--- src/hw/rtl/fir_pkg.sv ---
// ----------------------------------------------------------------------------
// FIR filter package
// Shared sizes, codes and types for the direct-form FIR filter core.
// ----------------------------------------------------------------------------
`default_nettype none

package fir_pkg;

   localparam int TAPS    = 8;
   localparam int DATA_W  = 16;
   localparam int PROD_W  = 2 * DATA_W;
   localparam int ACC_W   = PROD_W + $clog2(TAPS) + 1;
   localparam int CNT_W   = (TAPS > 1) ? $clog2(TAPS) : 1;
   localparam int FRAC_W  = DATA_W - 1;

   localparam logic CMD_SAMPLE = 1'b0;
   localparam logic CMD_COEF   = 1'b1;

   typedef enum logic [1:0] {
      ST_IDLE,
      ST_MUL,
      ST_ACC,
      ST_DONE
   } fsm_state_type;

   typedef struct packed {
      logic shift_en;
      logic mul_en;
      logic coef_we;
   } cell_ctrl_type;

endpackage

`default_nettype wire

--- src/hw/rtl/fir_tap_cell.sv ---
// ----------------------------------------------------------------------------
// FIR tap cell
// Holds one delay-line sample and one coefficient, forms their product and
// adds it to the partial sum handed over from the neighboring cell.
// ----------------------------------------------------------------------------
`default_nettype none

module fir_tap_cell (
   input  wire logic                                clock,
   input  wire logic                                reset,
   input  wire fir_pkg::cell_ctrl_type              ctrl,
   input  wire logic signed [fir_pkg::DATA_W-1:0]   sample_in,
   output logic signed [fir_pkg::DATA_W-1:0]        sample_out,
   input  wire logic signed [fir_pkg::DATA_W-1:0]   tap_value,
   input  wire logic signed [fir_pkg::ACC_W-1:0]    sum_in,
   output logic signed [fir_pkg::ACC_W-1:0]         sum_out
);

   logic signed [fir_pkg::DATA_W-1:0] sample_ff;
   logic signed [fir_pkg::DATA_W-1:0] tap_ff;
   logic signed [fir_pkg::PROD_W-1:0] prod_ff;
   logic signed [fir_pkg::PROD_W-1:0] prod_in;
   logic signed [fir_pkg::ACC_W-1:0]  sum_ff;
   logic signed [fir_pkg::ACC_W-1:0]  sum_in_next;

   always_comb begin
      prod_in     = sample_ff * tap_ff;
      sum_in_next = sum_in + fir_pkg::ACC_W'(prod_ff);
   end

   always_ff @(posedge clock) begin
      if (reset) begin
         sample_ff <= '0;
         tap_ff    <= '0;
      end else begin
         if (ctrl.shift_en) begin
            sample_ff <= sample_in;
         end
         if (ctrl.coef_we) begin
            tap_ff <= tap_value;
         end
      end
   end

   always_ff @(posedge clock) begin
      if (ctrl.mul_en) begin
         prod_ff <= prod_in;
      end
      sum_ff <= sum_in_next;
   end

   assign sample_out = sample_ff;
   assign sum_out    = sum_ff;

endmodule

`default_nettype wire
--- config.mk ---
export PLATFORM = sky130hd
export DESIGN_NAME = fir_tap_cell
export DESIGN_NICKNAME = d
export VERILOG_FILES = /design/src/hw/rtl/fir_pkg.sv /design/src/hw/rtl/fir_tap_cell.sv
export SDC_FILE = /design/constraint.sdc
export NUM_CORES = 1
export LEC_CHECK = 0
export ABC_AREA = 0
export BUFFER_PORTS_ARGS = -buffer_cell sky130_fd_sc_hd__buf_2
export CORE_MARGIN = 8
export CORE_UTILIZATION = 29
export CTS_CLUSTER_SIZE = 24
export DETAILED_ROUTE_END_ITERATION = 8
export PLACE_DENSITY = 0.57
export SLEW_MARGIN = 30
export SYNTH_ARGS = -nofsm -noshare
export SYNTH_HDL_FRONTEND = slang
export SYNTH_SLANG_ARGS = --single-unit
--- constraint.sdc ---
create_clock -name clock -period 18.85 [get_ports clock]
set_input_delay 1.885 -clock clock [delete_from_list [all_inputs] [get_ports clock]]
set_output_delay 1.885 -clock clock [all_outputs]
set_load 0.02 [all_outputs]
== Word-level counts from Yosys, hierarchy flattened ==
Cells that the tools add are included.
Storage, ports and cells
  register bits after elaboration: 100
  word-level logic and storage cells: 6
  output and inout bits: 52
  input bits: 73
Cells by class
  add/sub/neg operators: 1
  multipliers: 1
Operators by type and width (number)
  36-bit by 32-bit adder with 36-bit output: 1
  16-bit by 16-bit multiplier with 32-bit output: 1

== Depth between registers and ports, before layout ==
Gate-level depths: netlist of run 1.
  word-level depth: 1
  mapped depth: 24
  mapped depth without buffers: 23

== Worst setup path before layout of run 1 ==
OpenSTA, ideal clock, no wires.
  kind: flip-flop to flip-flop
  start point: register sample_ff (netlist bit sample_out[15])
  end point: register prod_ff[30] in the netlist's numbering, data pin
  setup slack: 12.766 ns
  data required time: 18.578 ns
  library setup time: 0.272 ns
  clock period less this slack: 6.084 ns
  stages on the path, launching flop included: 20
  arrival: 5.812 ns
  buffers on the path: 1
  cells stage by stage: dfxtp_1 clkbuf_1 nand2_1 inv_1 fa_1 fa_1 fa_1 fa_1 fa_1 inv_1 fa_1 inv_1 ha_1 a21o_1 a21o_1 a21o_1 a21o_1 a21o_1 a41oi_2 o211ai_1
Between the ends
  longest elaborated chain between the ends: 1
Ends and longest elaborated chain
  start, declared: RTL line fir_tap_cell.sv:19  | logic signed [fir_pkg::DATA_W-1:0] sample_ff;
  start signal, assigned: RTL line fir_tap_cell.sv:37  | sample_ff <= sample_in;
  16-bit by 16-bit multiplier with 32-bit output: RTL line fir_tap_cell.sv:27  | prod_in = sample_ff * tap_ff;
  via prod_in, one bit: RTL line fir_tap_cell.sv:22  | logic signed [fir_pkg::PROD_W-1:0] prod_in;
  end signal, assigned: RTL line fir_tap_cell.sv:47  | prod_ff <= prod_in;
  end, declared: RTL line fir_tap_cell.sv:21  | logic signed [fir_pkg::PROD_W-1:0] prod_ff;
The timed path passes the listed nets, and every way through them passes these cells.
A chain may end at the register's enable or synchronous reset.

== Final worst setup path of run 1 ==
  start point: register tap_ff[1] in the netlist's numbering
  end point: register prod_ff[30] in the netlist's numbering, data pin
Between the ends
  longest elaborated chain between the ends: 1
Ends and longest elaborated chain
  start, declared: RTL line fir_tap_cell.sv:20  | logic signed [fir_pkg::DATA_W-1:0] tap_ff;
  start signal, assigned: RTL line fir_tap_cell.sv:40  | tap_ff <= tap_value;
  16-bit by 16-bit multiplier with 32-bit output: RTL line fir_tap_cell.sv:27
  via prod_in, one bit: RTL line fir_tap_cell.sv:22
The timed path passes the listed nets, and every way through them passes these cells.

==> results of run 1 <==
## final cells by class
type | instances | area, µm²
inverters | 322 | 1210
flip-flops and latches | 100 | 2320
repair buffers | 125 | 628
diodes | 2 | 5.00
multi-input cells | 1061 | 10900
fillers | 5196 | 33700
clock inverters | 5 | 47.5
well taps | 672 | 841
clock buffers | 11 | 253
## worst max-delay path, stage by stage (launching register included)
cell and delay (ps):
dfxtp_1 760, nand2_1 180, inv_1 160, fa_1 570
fa_1 820, fa_1 520, fa_1 510, fa_1 490
inv_1 50, fa_1 470, inv_1 40, ha_1 340
a21o_1 220, a21o_1 190, a21o_1 170, a21o_1 160
a21o_1 180, a41oi_2 220, o211ai_1 140
## cells in the mapped netlist (all sizes together), types with 7 or more instances
cell    count
a211oi     10
a21o       35
a21oi      47
and2      123
and3       11
clkbuf     40
dfxtp      68
edfxtp     32
fa        263
ha        117
inv       322
mux2i      33
nand2     147
nand2b     10
nand3      13
nand4       8
nor2       76
nor3       12
o211ai      9
o21a        7
o21ai      24
o21bai      7
xnor2      44
xor2       19
## cell families after synthesis
kind of cell             share of synthesized area
XOR/XNOR                                    0.0379
multiplexers                                0.0227
AO/OA/AOI/OAI                               0.0851
flip-flops                                   0.160
adder cells (fa/ha/maj)                      0.462
buffers and inverters                       0.0942
AND/OR/NAND/NOR                              0.138
## final timing paths
check / startpoint / to / slack, ps / depth (start not counted)
worst max-delay path: tap_ff[1] / prod_ff[30] / 12390 / 18
worst min-delay path: prod_ff[0] / sum_out[0] / 480 / 1
worst max register to register: tap_ff[1] / prod_ff[30] / 12390 / 18
worst min register to register: prod_ff[0] / sum_out[0] / 480 / 1
## through the flow
stage               instance area (µm²)  worst slack [ps]
floorplan                         14600             12770
global placement                  15900             12470
detailed placement                15900             12330
finish                            16200             12390
CTS                               16200             12330
global route                      16200             12080
## layout by cell type (no fill, tap or decap), types with 33 or more instances in the layout
master,instances
inv_1,322
fa_1,263
nand2_1,146
buf_2,124
and2_1,123
ha_1,117
nor2_1,76
dfxtp_1,68
a21oi_1,44
xnor2_1,44
mux2i_1,33
## per-layer routing
metal,GRT usage,up-vias,share of wire,wire length (µm)
met5,0,-,0,0
met4,0.0390,0,0.020,720
met3,0.0172,30,0.037,1350
met2,0.224,195,0.48,17300
met1,0.170,5186,0.47,16900
li1,-,4921,-,-
## flip-flops by register name, indices dropped and copies added, names as in the netlist
name / count
sum_out: 36
prod_ff: 32
sample_out: 16
tap_ff: 16
## where the power goes
| part | switching (mW) | internal, mW | total (mW) |
|---|---|---|---|
| Sequential | 0.0426 | 0.291 | 0.334 |
| Combinational | 0.349 | 0.240 | 0.589 |
| Clock | 0.0919 | 0.0983 | 0.190 |
==> impl_metrics.tcl, run 1 <==
set metrics [dict create \
    ys_top_cells_by_area "fa_1, ha_1, dfxtp_1" \
    die_h_um 240 \
    cts.clk_slew.worst_paths_ps 70 \
    placed_cells 2280 \
    skew_ps 9.82 \
    fin_crit_sh 0.343 \
    rsz0062_at_grt "false" \
    cap_violations 0 \
    viasPerCell 4.50 \
    fmax_mhz 155 \
    antenna_found_initial 3 \
    ctsLongestPathBuffers 2 \
    status "completed" \
    drv_slew 0 \
    async_flop_share 0 \
    critPathCaptureType "flop" \
    core-area_um2 49900 \
    die_area_um2 57600 \
    syn-instance-count 1525 \
    cp.arrival_ps 6580 \
    cts_hold_buf 0 \
    start_util 0.292 \
    syn_to_final_growth_pct 11.1 \
    detail-route-antenna-nets 0 \
    synth_seq_area_share 0.160 \
    num_vias 10300 \
    finalHoldViolations 0 \
    root_buffer "clkbuf_16" \
    finalSetupViolCount 0 \
    postCtsSetupRepairBufs 0 \
    start_kind "flop" \
    syn_area_um2 14600 \
    yosys_register_bits 100 \
    hold_path_class "flop to flop" \
    synth_ff_type "dfxtp_1" \
    grtUsageTotal 0.131 \
    synth_nets 1978 \
    gp_congestion 0.847 \
    peakVddDrop_v 0.0000361 \
    die_w_um 240 \
    worst-setup-path-type "flop to flop" \
    h-tree-depth 3 \
    numCtsBuffers 9 \
    drive_gt1_frac 0.101 \
    fin_util 0.324 \
    min_period_ps 6460 \
    drc 0 \
    pin_count 125 \
    final_net_count 2072 \
    rows 82 \
    cts_resized 0 \
    clk-insertion-delay-late_ps 380 \
    power_density_nw_per_um2 68.9 \
    finalNonFillerCells 2298 \
    drt_iter0_markers 599 \
    dp.final_hpwl_mm 30.3 \
    worst_pin_slew_ps 825 \
    setup_tns_ps 0 \
    yosysTopAreaCellShare 0.362 \
    relSlewSlack 0.449 \
    wire_per_inst_um 15.8 \
    gr-total-overflow 0 \
    clkSinkCount 100 \
    path_max_fanout 17 \
    holdWs_ps 485 \
    grt_pass1_wl_mm 59.9 \
    grt_max_degree 33 \
    drt_pre_antenna_iters 7 \
    synth-edff-count 32 \
    leakagePower_nw 8.09 \
    cts_tree "done" \
    io_buffers 124 \
    drt_wl_total_mm 36.3 \
    power.total_mw 1.11 \
    crit_required_ps 18970 \
    grt_pass1_vias 11200 \
    ys_warn_count 0 \
    yosysTopAreaCell "fa_1" \
    syn_area_per_cell_um2 9.54 \
    synthDistinctLibCells 60 \
]
No activity file was read; power rests on OpenSTA's default activity.
==> run 2, diff against run 1 <==
--- a/config.mk
+++ b/config.mk
@@ -11,7 +11,7 @@
 export CORE_UTILIZATION = 29
 export CTS_CLUSTER_SIZE = 24
 export DETAILED_ROUTE_END_ITERATION = 8
-export PLACE_DENSITY = 0.57
+export PLACE_DENSITY = 0.58
 export SLEW_MARGIN = 30
 export SYNTH_ARGS = -nofsm -noshare
 export SYNTH_HDL_FRONTEND = slang
==> constraint.sdc (replaced) <==
create_clock -name clock -period 5.9 [get_ports clock]
set_input_delay 0.59 -clock clock [delete_from_list [all_inputs] [get_ports clock]]
set_output_delay 0.59 -clock clock [all_outputs]
set_load 0.02 [all_outputs]
==> impl_metrics.tcl, run 2 (synthesis results as in run 1) <==
set metrics [dict create \
    cts_tree "done" \
    cts_hold_buf 0 \
    mostFrequentLayoutCells "inv_1, fa_1, nand2_1, buf_2, and2_1" \
    dp_slack_ps -80.2 \
    status "completed" \
    die_w_um 240 \
    cap_violations 0 \
    pin_count 125 \
    final_common_cell "inv_1" \
    die_h_um 240 \
    slowest_stage "fa_1" \
    ctsLongestPathBuffers 2 \
    core-area_um2 49900 \
    fillers 5108 \
    antenna_found_initial 2 \
    drt_iter0_markers 543 \
    drt_pre_antenna_iters 4 \
    critical-path-top-delay-family "adder cells" \
    worst_slack_ps 162 \
    crit_required_ps 6030 \
    start_kind "flop" \
    critPathCaptureType "flop" \
    drive_gt1_frac 0.201 \
    wire_per_inst_um 15.8 \
    grt_pass1_vias 11800 \
    clk-insertion-delay-late_ps 390 \
    drv_slew 0 \
    leakagePower_nw 8.65 \
    skew_ps 16.4 \
    grtUsageTotal 0.135 \
    peakVddDrop_v 0.000148 \
    cp.depth 20 \
    placed_cells 2363 \
    largest_register_ffs 36 \
    power_density_nw_per_um2 219 \
    worst_pin_slew_ps 732 \
    use_met3 0.0288 \
    path_max_fanout 11 \
    grtUsageMet1 0.174 \
    syn_to_final_growth_pct 19.3 \
    crit_chain "buf_12, nand2_1, fa_1, inv_1, fa_1, fa_1, fa_1, fa_1, inv_1, fa_1, inv_1, ha_1, a21o_1, a21o_1, a21o_1, a21o_1, a21o_1, a41oi_2, buf_4, xnor2_1" \
    r2r_cells 20 \
    gr-total-overflow 0 \
    rsz0062_at_grt "true" \
    cp.arrival_ps 5860 \
    min_period_ps 5740 \
    grt_pass1_wl_mm 61.5 \
    start_util 0.292 \
    gp_congestion 0.869 \
    use_met2 0.226 \
    seqCellArea_um2 2400 \
    drt_wl_total_mm 38.0 \
    relSlewSlack 0.512 \
    crit_path_frequent_cell "fa_1" \
    cts.clk_slew.worst_paths_ps 90 \
    viasPerCell 4.47 \
    root_buffer "clkbuf_16" \
    finalSetupViolCount 0 \
    final_net_count 2171 \
    drc 0 \
    hold_path_class "primary input to flop" \
    setup_tns_ps 0 \
    rows 82 \
    multi_input_area_um2 11100 \
    dp.final_hpwl_mm 32.0 \
    num_vias 10700 \
    die_area_um2 57600 \
    clkSinkCount 100 \
    finalNonFillerCells 2397 \
    finalHoldViolations 0 \
    grt_busiest_layer "met2" \
    h-tree-depth 3 \
    worstHoldPathCells 2 \
    critPathMaxStageDelay_ps 560 \
    fmax_mhz 174 \
    fin_crit_sh 0.972 \
    worst-setup-path-type "flop to flop" \
    grt_max_degree 33 \
    detail-route-antenna-nets 0 \
    io_buffers 124 \
    path_buf_inv 5 \
    numCtsBuffers 9 \
]
==> run 2: cell types whose count changed in the layout (fill, tap and decap cells not counted), sizes merged <==
cell / before / now
inv: 322 / 325
buf: 125 / 223
bufinv: 0 / 1
clkinv: 5 / 2
==> run 2: power breakdown <==
group          switching (mW)  internal, mW
combinational            1.21         0.898
clock                   0.308         0.350
sequential             0.0991         0.930
total                    1.62          2.18
==> run 2: cell type report <==
type                       count  share of cell area
sequential                   100               0.138
timing repair buffer         224              0.0846
antenna                        2            0.000288
clock buffer                  10              0.0138
inverter                     322              0.0696
multi-input combinational   1061               0.640
clock inverter                 6             0.00454
tap                          672              0.0484
==> run 2: timing repair <==
action,in CTS,in global routing
pin swaps,0,44
setup endpoints to repair,6,11
gates resized for setup,11,110
setup buffers,0,16
==> run 2: through the flow <==
step            util  power [mW]  hold slack [ps]  instance area (µm²)
2_1_floorplan      -        2.42              437                14600
3_3_place_gp   0.332        3.04              488                16500
3_5_place_dp   0.332        3.08              492                16500
4_1_cts        0.338        3.76              397                16900
5_1_grt        0.348        4.14              411                17400
6_report       0.348        3.80              428                17400
==> run 2: layer usage <==
layer | part of all wire | vias to the layer above
met3 | 0.049 | 36
li1 | - | 5134
met2 | 0.47 | 231
met5 | 0 | -
met4 | 0.018 | 0
met1 | 0.46 | 5310
==> run 2: path summary, 6_finish.rpt <==
| path | to | slack (ps) | start |
|---|---|---|---|
| worst min register to register | sum_out[0] | 510 | prod_ff[0] |
| worst min-delay path | sum_out[0] | 430 | sum_in[0] |
| worst max register to register | prod_ff[28] | 160 | tap_ff[10] |
| worst max-delay path | prod_ff[28] | 160 | tap_ff[10] |
==> run 3, diff against run 2 <==
--- a/config.mk
+++ b/config.mk
@@ -12,6 +12,7 @@
 export CTS_CLUSTER_SIZE = 24
 export DETAILED_ROUTE_END_ITERATION = 8
 export PLACE_DENSITY = 0.58
+export RECOVER_POWER = 25
 export SLEW_MARGIN = 30
 export SYNTH_ARGS = -nofsm -noshare
 export SYNTH_HDL_FRONTEND = slang
==> impl_metrics.tcl, run 3 (synthesis results as in run 1) <==
set metrics [dict create \
    die_h_um 240 \
    clk-insertion-delay-late_ps 390 \
    r2r_cells 20 \
    fillers 5109 \
    grt_pass1_wl_mm 61.5 \
    violations "capacitance limit, slew limit" \
    crit_required_ps 6030 \
    grt_max_degree 33 \
    power.share.sequential 0.271 \
    wire_per_inst_um 15.8 \
    crit_path_start "tap_ff[10]" \
    gp_congestion 0.869 \
    ctsLongestPathBuffers 2 \
    finalHoldViolations 0 \
    multi_input_area_um2 11100 \
    fin_crit_sh 0.972 \
    final_common_cell "inv_1" \
    path_buf_inv 5 \
    pin_count 125 \
    start_util 0.292 \
    fin_area_um2 17400 \
    status "complete, but fails checks" \
    detail-route-antenna-nets 0 \
    core-area_um2 49900 \
    rows 82 \
    num_vias 10700 \
    dp_slack_ps -80.2 \
    finalSetupViolCount 0 \
    r2r_start "tap_ff[10]" \
    worst_slack_ps 163 \
    grtUsageTotal 0.135 \
    root_buffer "clkbuf_16" \
    p_comb_frac 0.556 \
    crit_path_frequent_cell "fa_1" \
    drc 0 \
    sw_frac_of_total 0.426 \
    io_buffers 124 \
    skew_ps 16.4 \
    cap_violations 1 \
    drive_gt1_frac 0.199 \
    hold_path_class "primary input to flop" \
    die_w_um 240 \
    intPower_mw 2.18 \
    final_net_count 2171 \
    drv_slew 33 \
    fmax_mhz 174 \
    critical-path-top-delay-family "adder cells" \
    cp.depth 20 \
    min_period_ps 5740 \
    clkSinkCount 100 \
    path_max_fanout 11 \
    rsz0062_at_grt "true" \
    pwr-share-clk 0.173 \
    h-tree-depth 3 \
    drt_wl_total_mm 38.0 \
    grt_pass1_vias 11800 \
    crit_chain "buf_12, nand2_1, fa_1, inv_1, fa_1, fa_1, fa_1, fa_1, inv_1, fa_1, inv_1, ha_1, a21o_1, a21o_1, a21o_1, a21o_1, a21o_1, a41oi_2, buf_4, xnor2_1" \
    fin_util 0.348 \
    gr-total-overflow 0 \
    relSlewSlack -0.164 \
    seqCellArea_um2 2400 \
    drt_iter0_markers 536 \
    slowest_stage "fa_1" \
    viasPerCell 4.47 \
    leakagePower_nw 8.65 \
    peakVddDrop_v 0.000148 \
    start_kind "flop" \
    drt_pre_antenna_iters 4 \
    reg2reg_slack_ps 160 \
    die_area_um2 57600 \
    cp.arrival_ps 5860 \
    critPathCaptureType "flop" \
    cts.clk_slew.worst_paths_ps 90 \
    mostFrequentLayoutCells "inv_1, fa_1, nand2_1, buf_2, and2_1" \
    critPathMaxStageDelay_ps 560 \
    numCtsBuffers 9 \
    worst_pin_slew_ps 1750 \
    placed_area_um2 16500 \
    cts_tree "done" \
    dp.final_hpwl_mm 32.0 \
    antenna_found_initial 2 \
    critPathCapture "prod_ff[28]" \
    power_density_nw_per_um2 219 \
    largest_register_ffs 36 \
    r2r-end "prod_ff[28]" \
    worst-setup-path-type "flop to flop" \
    p_sw_mw 1.62 \
    syn_to_final_growth_pct 19.2 \
    power.total_mw 3.80 \
]
run 3: cell types whose count changed in the layout (fill, tap and decap cells not counted), sizes merged:
cell,change
buf,-3
clkbuf,+3
run 3: worst min path at each step:
stage	start	end	slack [ps]	cells after the start
global route	sum_in[0]	sum_out[0]	410	2
floorplan	prod_ff[0]	sum_out[0]	440	1
detailed placement	prod_ff[0]	sum_out[0]	490	1
CTS	sum_in[0]	sum_out[0]	400	2
global placement	prod_ff[0]	sum_out[0]	490	1
finish	sum_in[0]	sum_out[0]	430	2
run 3: power by group through the flow:
| stage | Clock [mW] | Combinational, mW | Sequential [mW] |
|---|---|---|---|
| floorplan | 0 | 1.26 | 1.16 |
| global placement | 0 | 1.98 | 1.05 |
| detailed placement | 0 | 2.03 | 1.05 |
| CTS | 0.688 | 2.04 | 1.04 |
| global route | 0.718 | 2.37 | 1.05 |
| finish | 0.657 | 2.11 | 1.03 |
run 3: metal layers:
layer / share of wire / up-vias / GRT usage
met5: 0 / - / 0
met4: 0.018 / 0 / 0.0379
met3: 0.049 / 36 / 0.0288
met2: 0.47 / 231 / 0.226
met1: 0.46 / 5308 / 0.174
li1: - / 5134 / -
run 3: repair_timing:
action                                 in CTS  in global routing
setup endpoints to repair                   6                 11
gates cloned                                0                  0
endpoints found under the hold margin       0                  0
setup buffers                               0                 16
gates resized for setup                    11                110
pin swaps                                   0                 44
hold buffers                                0                  0
run 3: layout make-up:
type / instances / share of cell area
timing repair buffer: 224 / 0.0844
antenna: 2 / 0.000288
clock inverter: 6 / 0.00454
multi-input combinational: 1061 / 0.640
sequential: 100 / 0.138
clock buffer: 10 / 0.0138
inverter: 322 / 0.0697
tap: 672 / 0.0485
run 3: stage by stage:
stage / std cells / TNS, ps / hold slack, ps
after global placement: 2363 / -28.2 / 488
after global routing: 2397 / -300 / 411
after floorplan: 1525 / 0 / 437
after CTS: 2379 / 0 / 397
final: 2397 / 0 / 428
after detailed placement: 2363 / -212 / 492
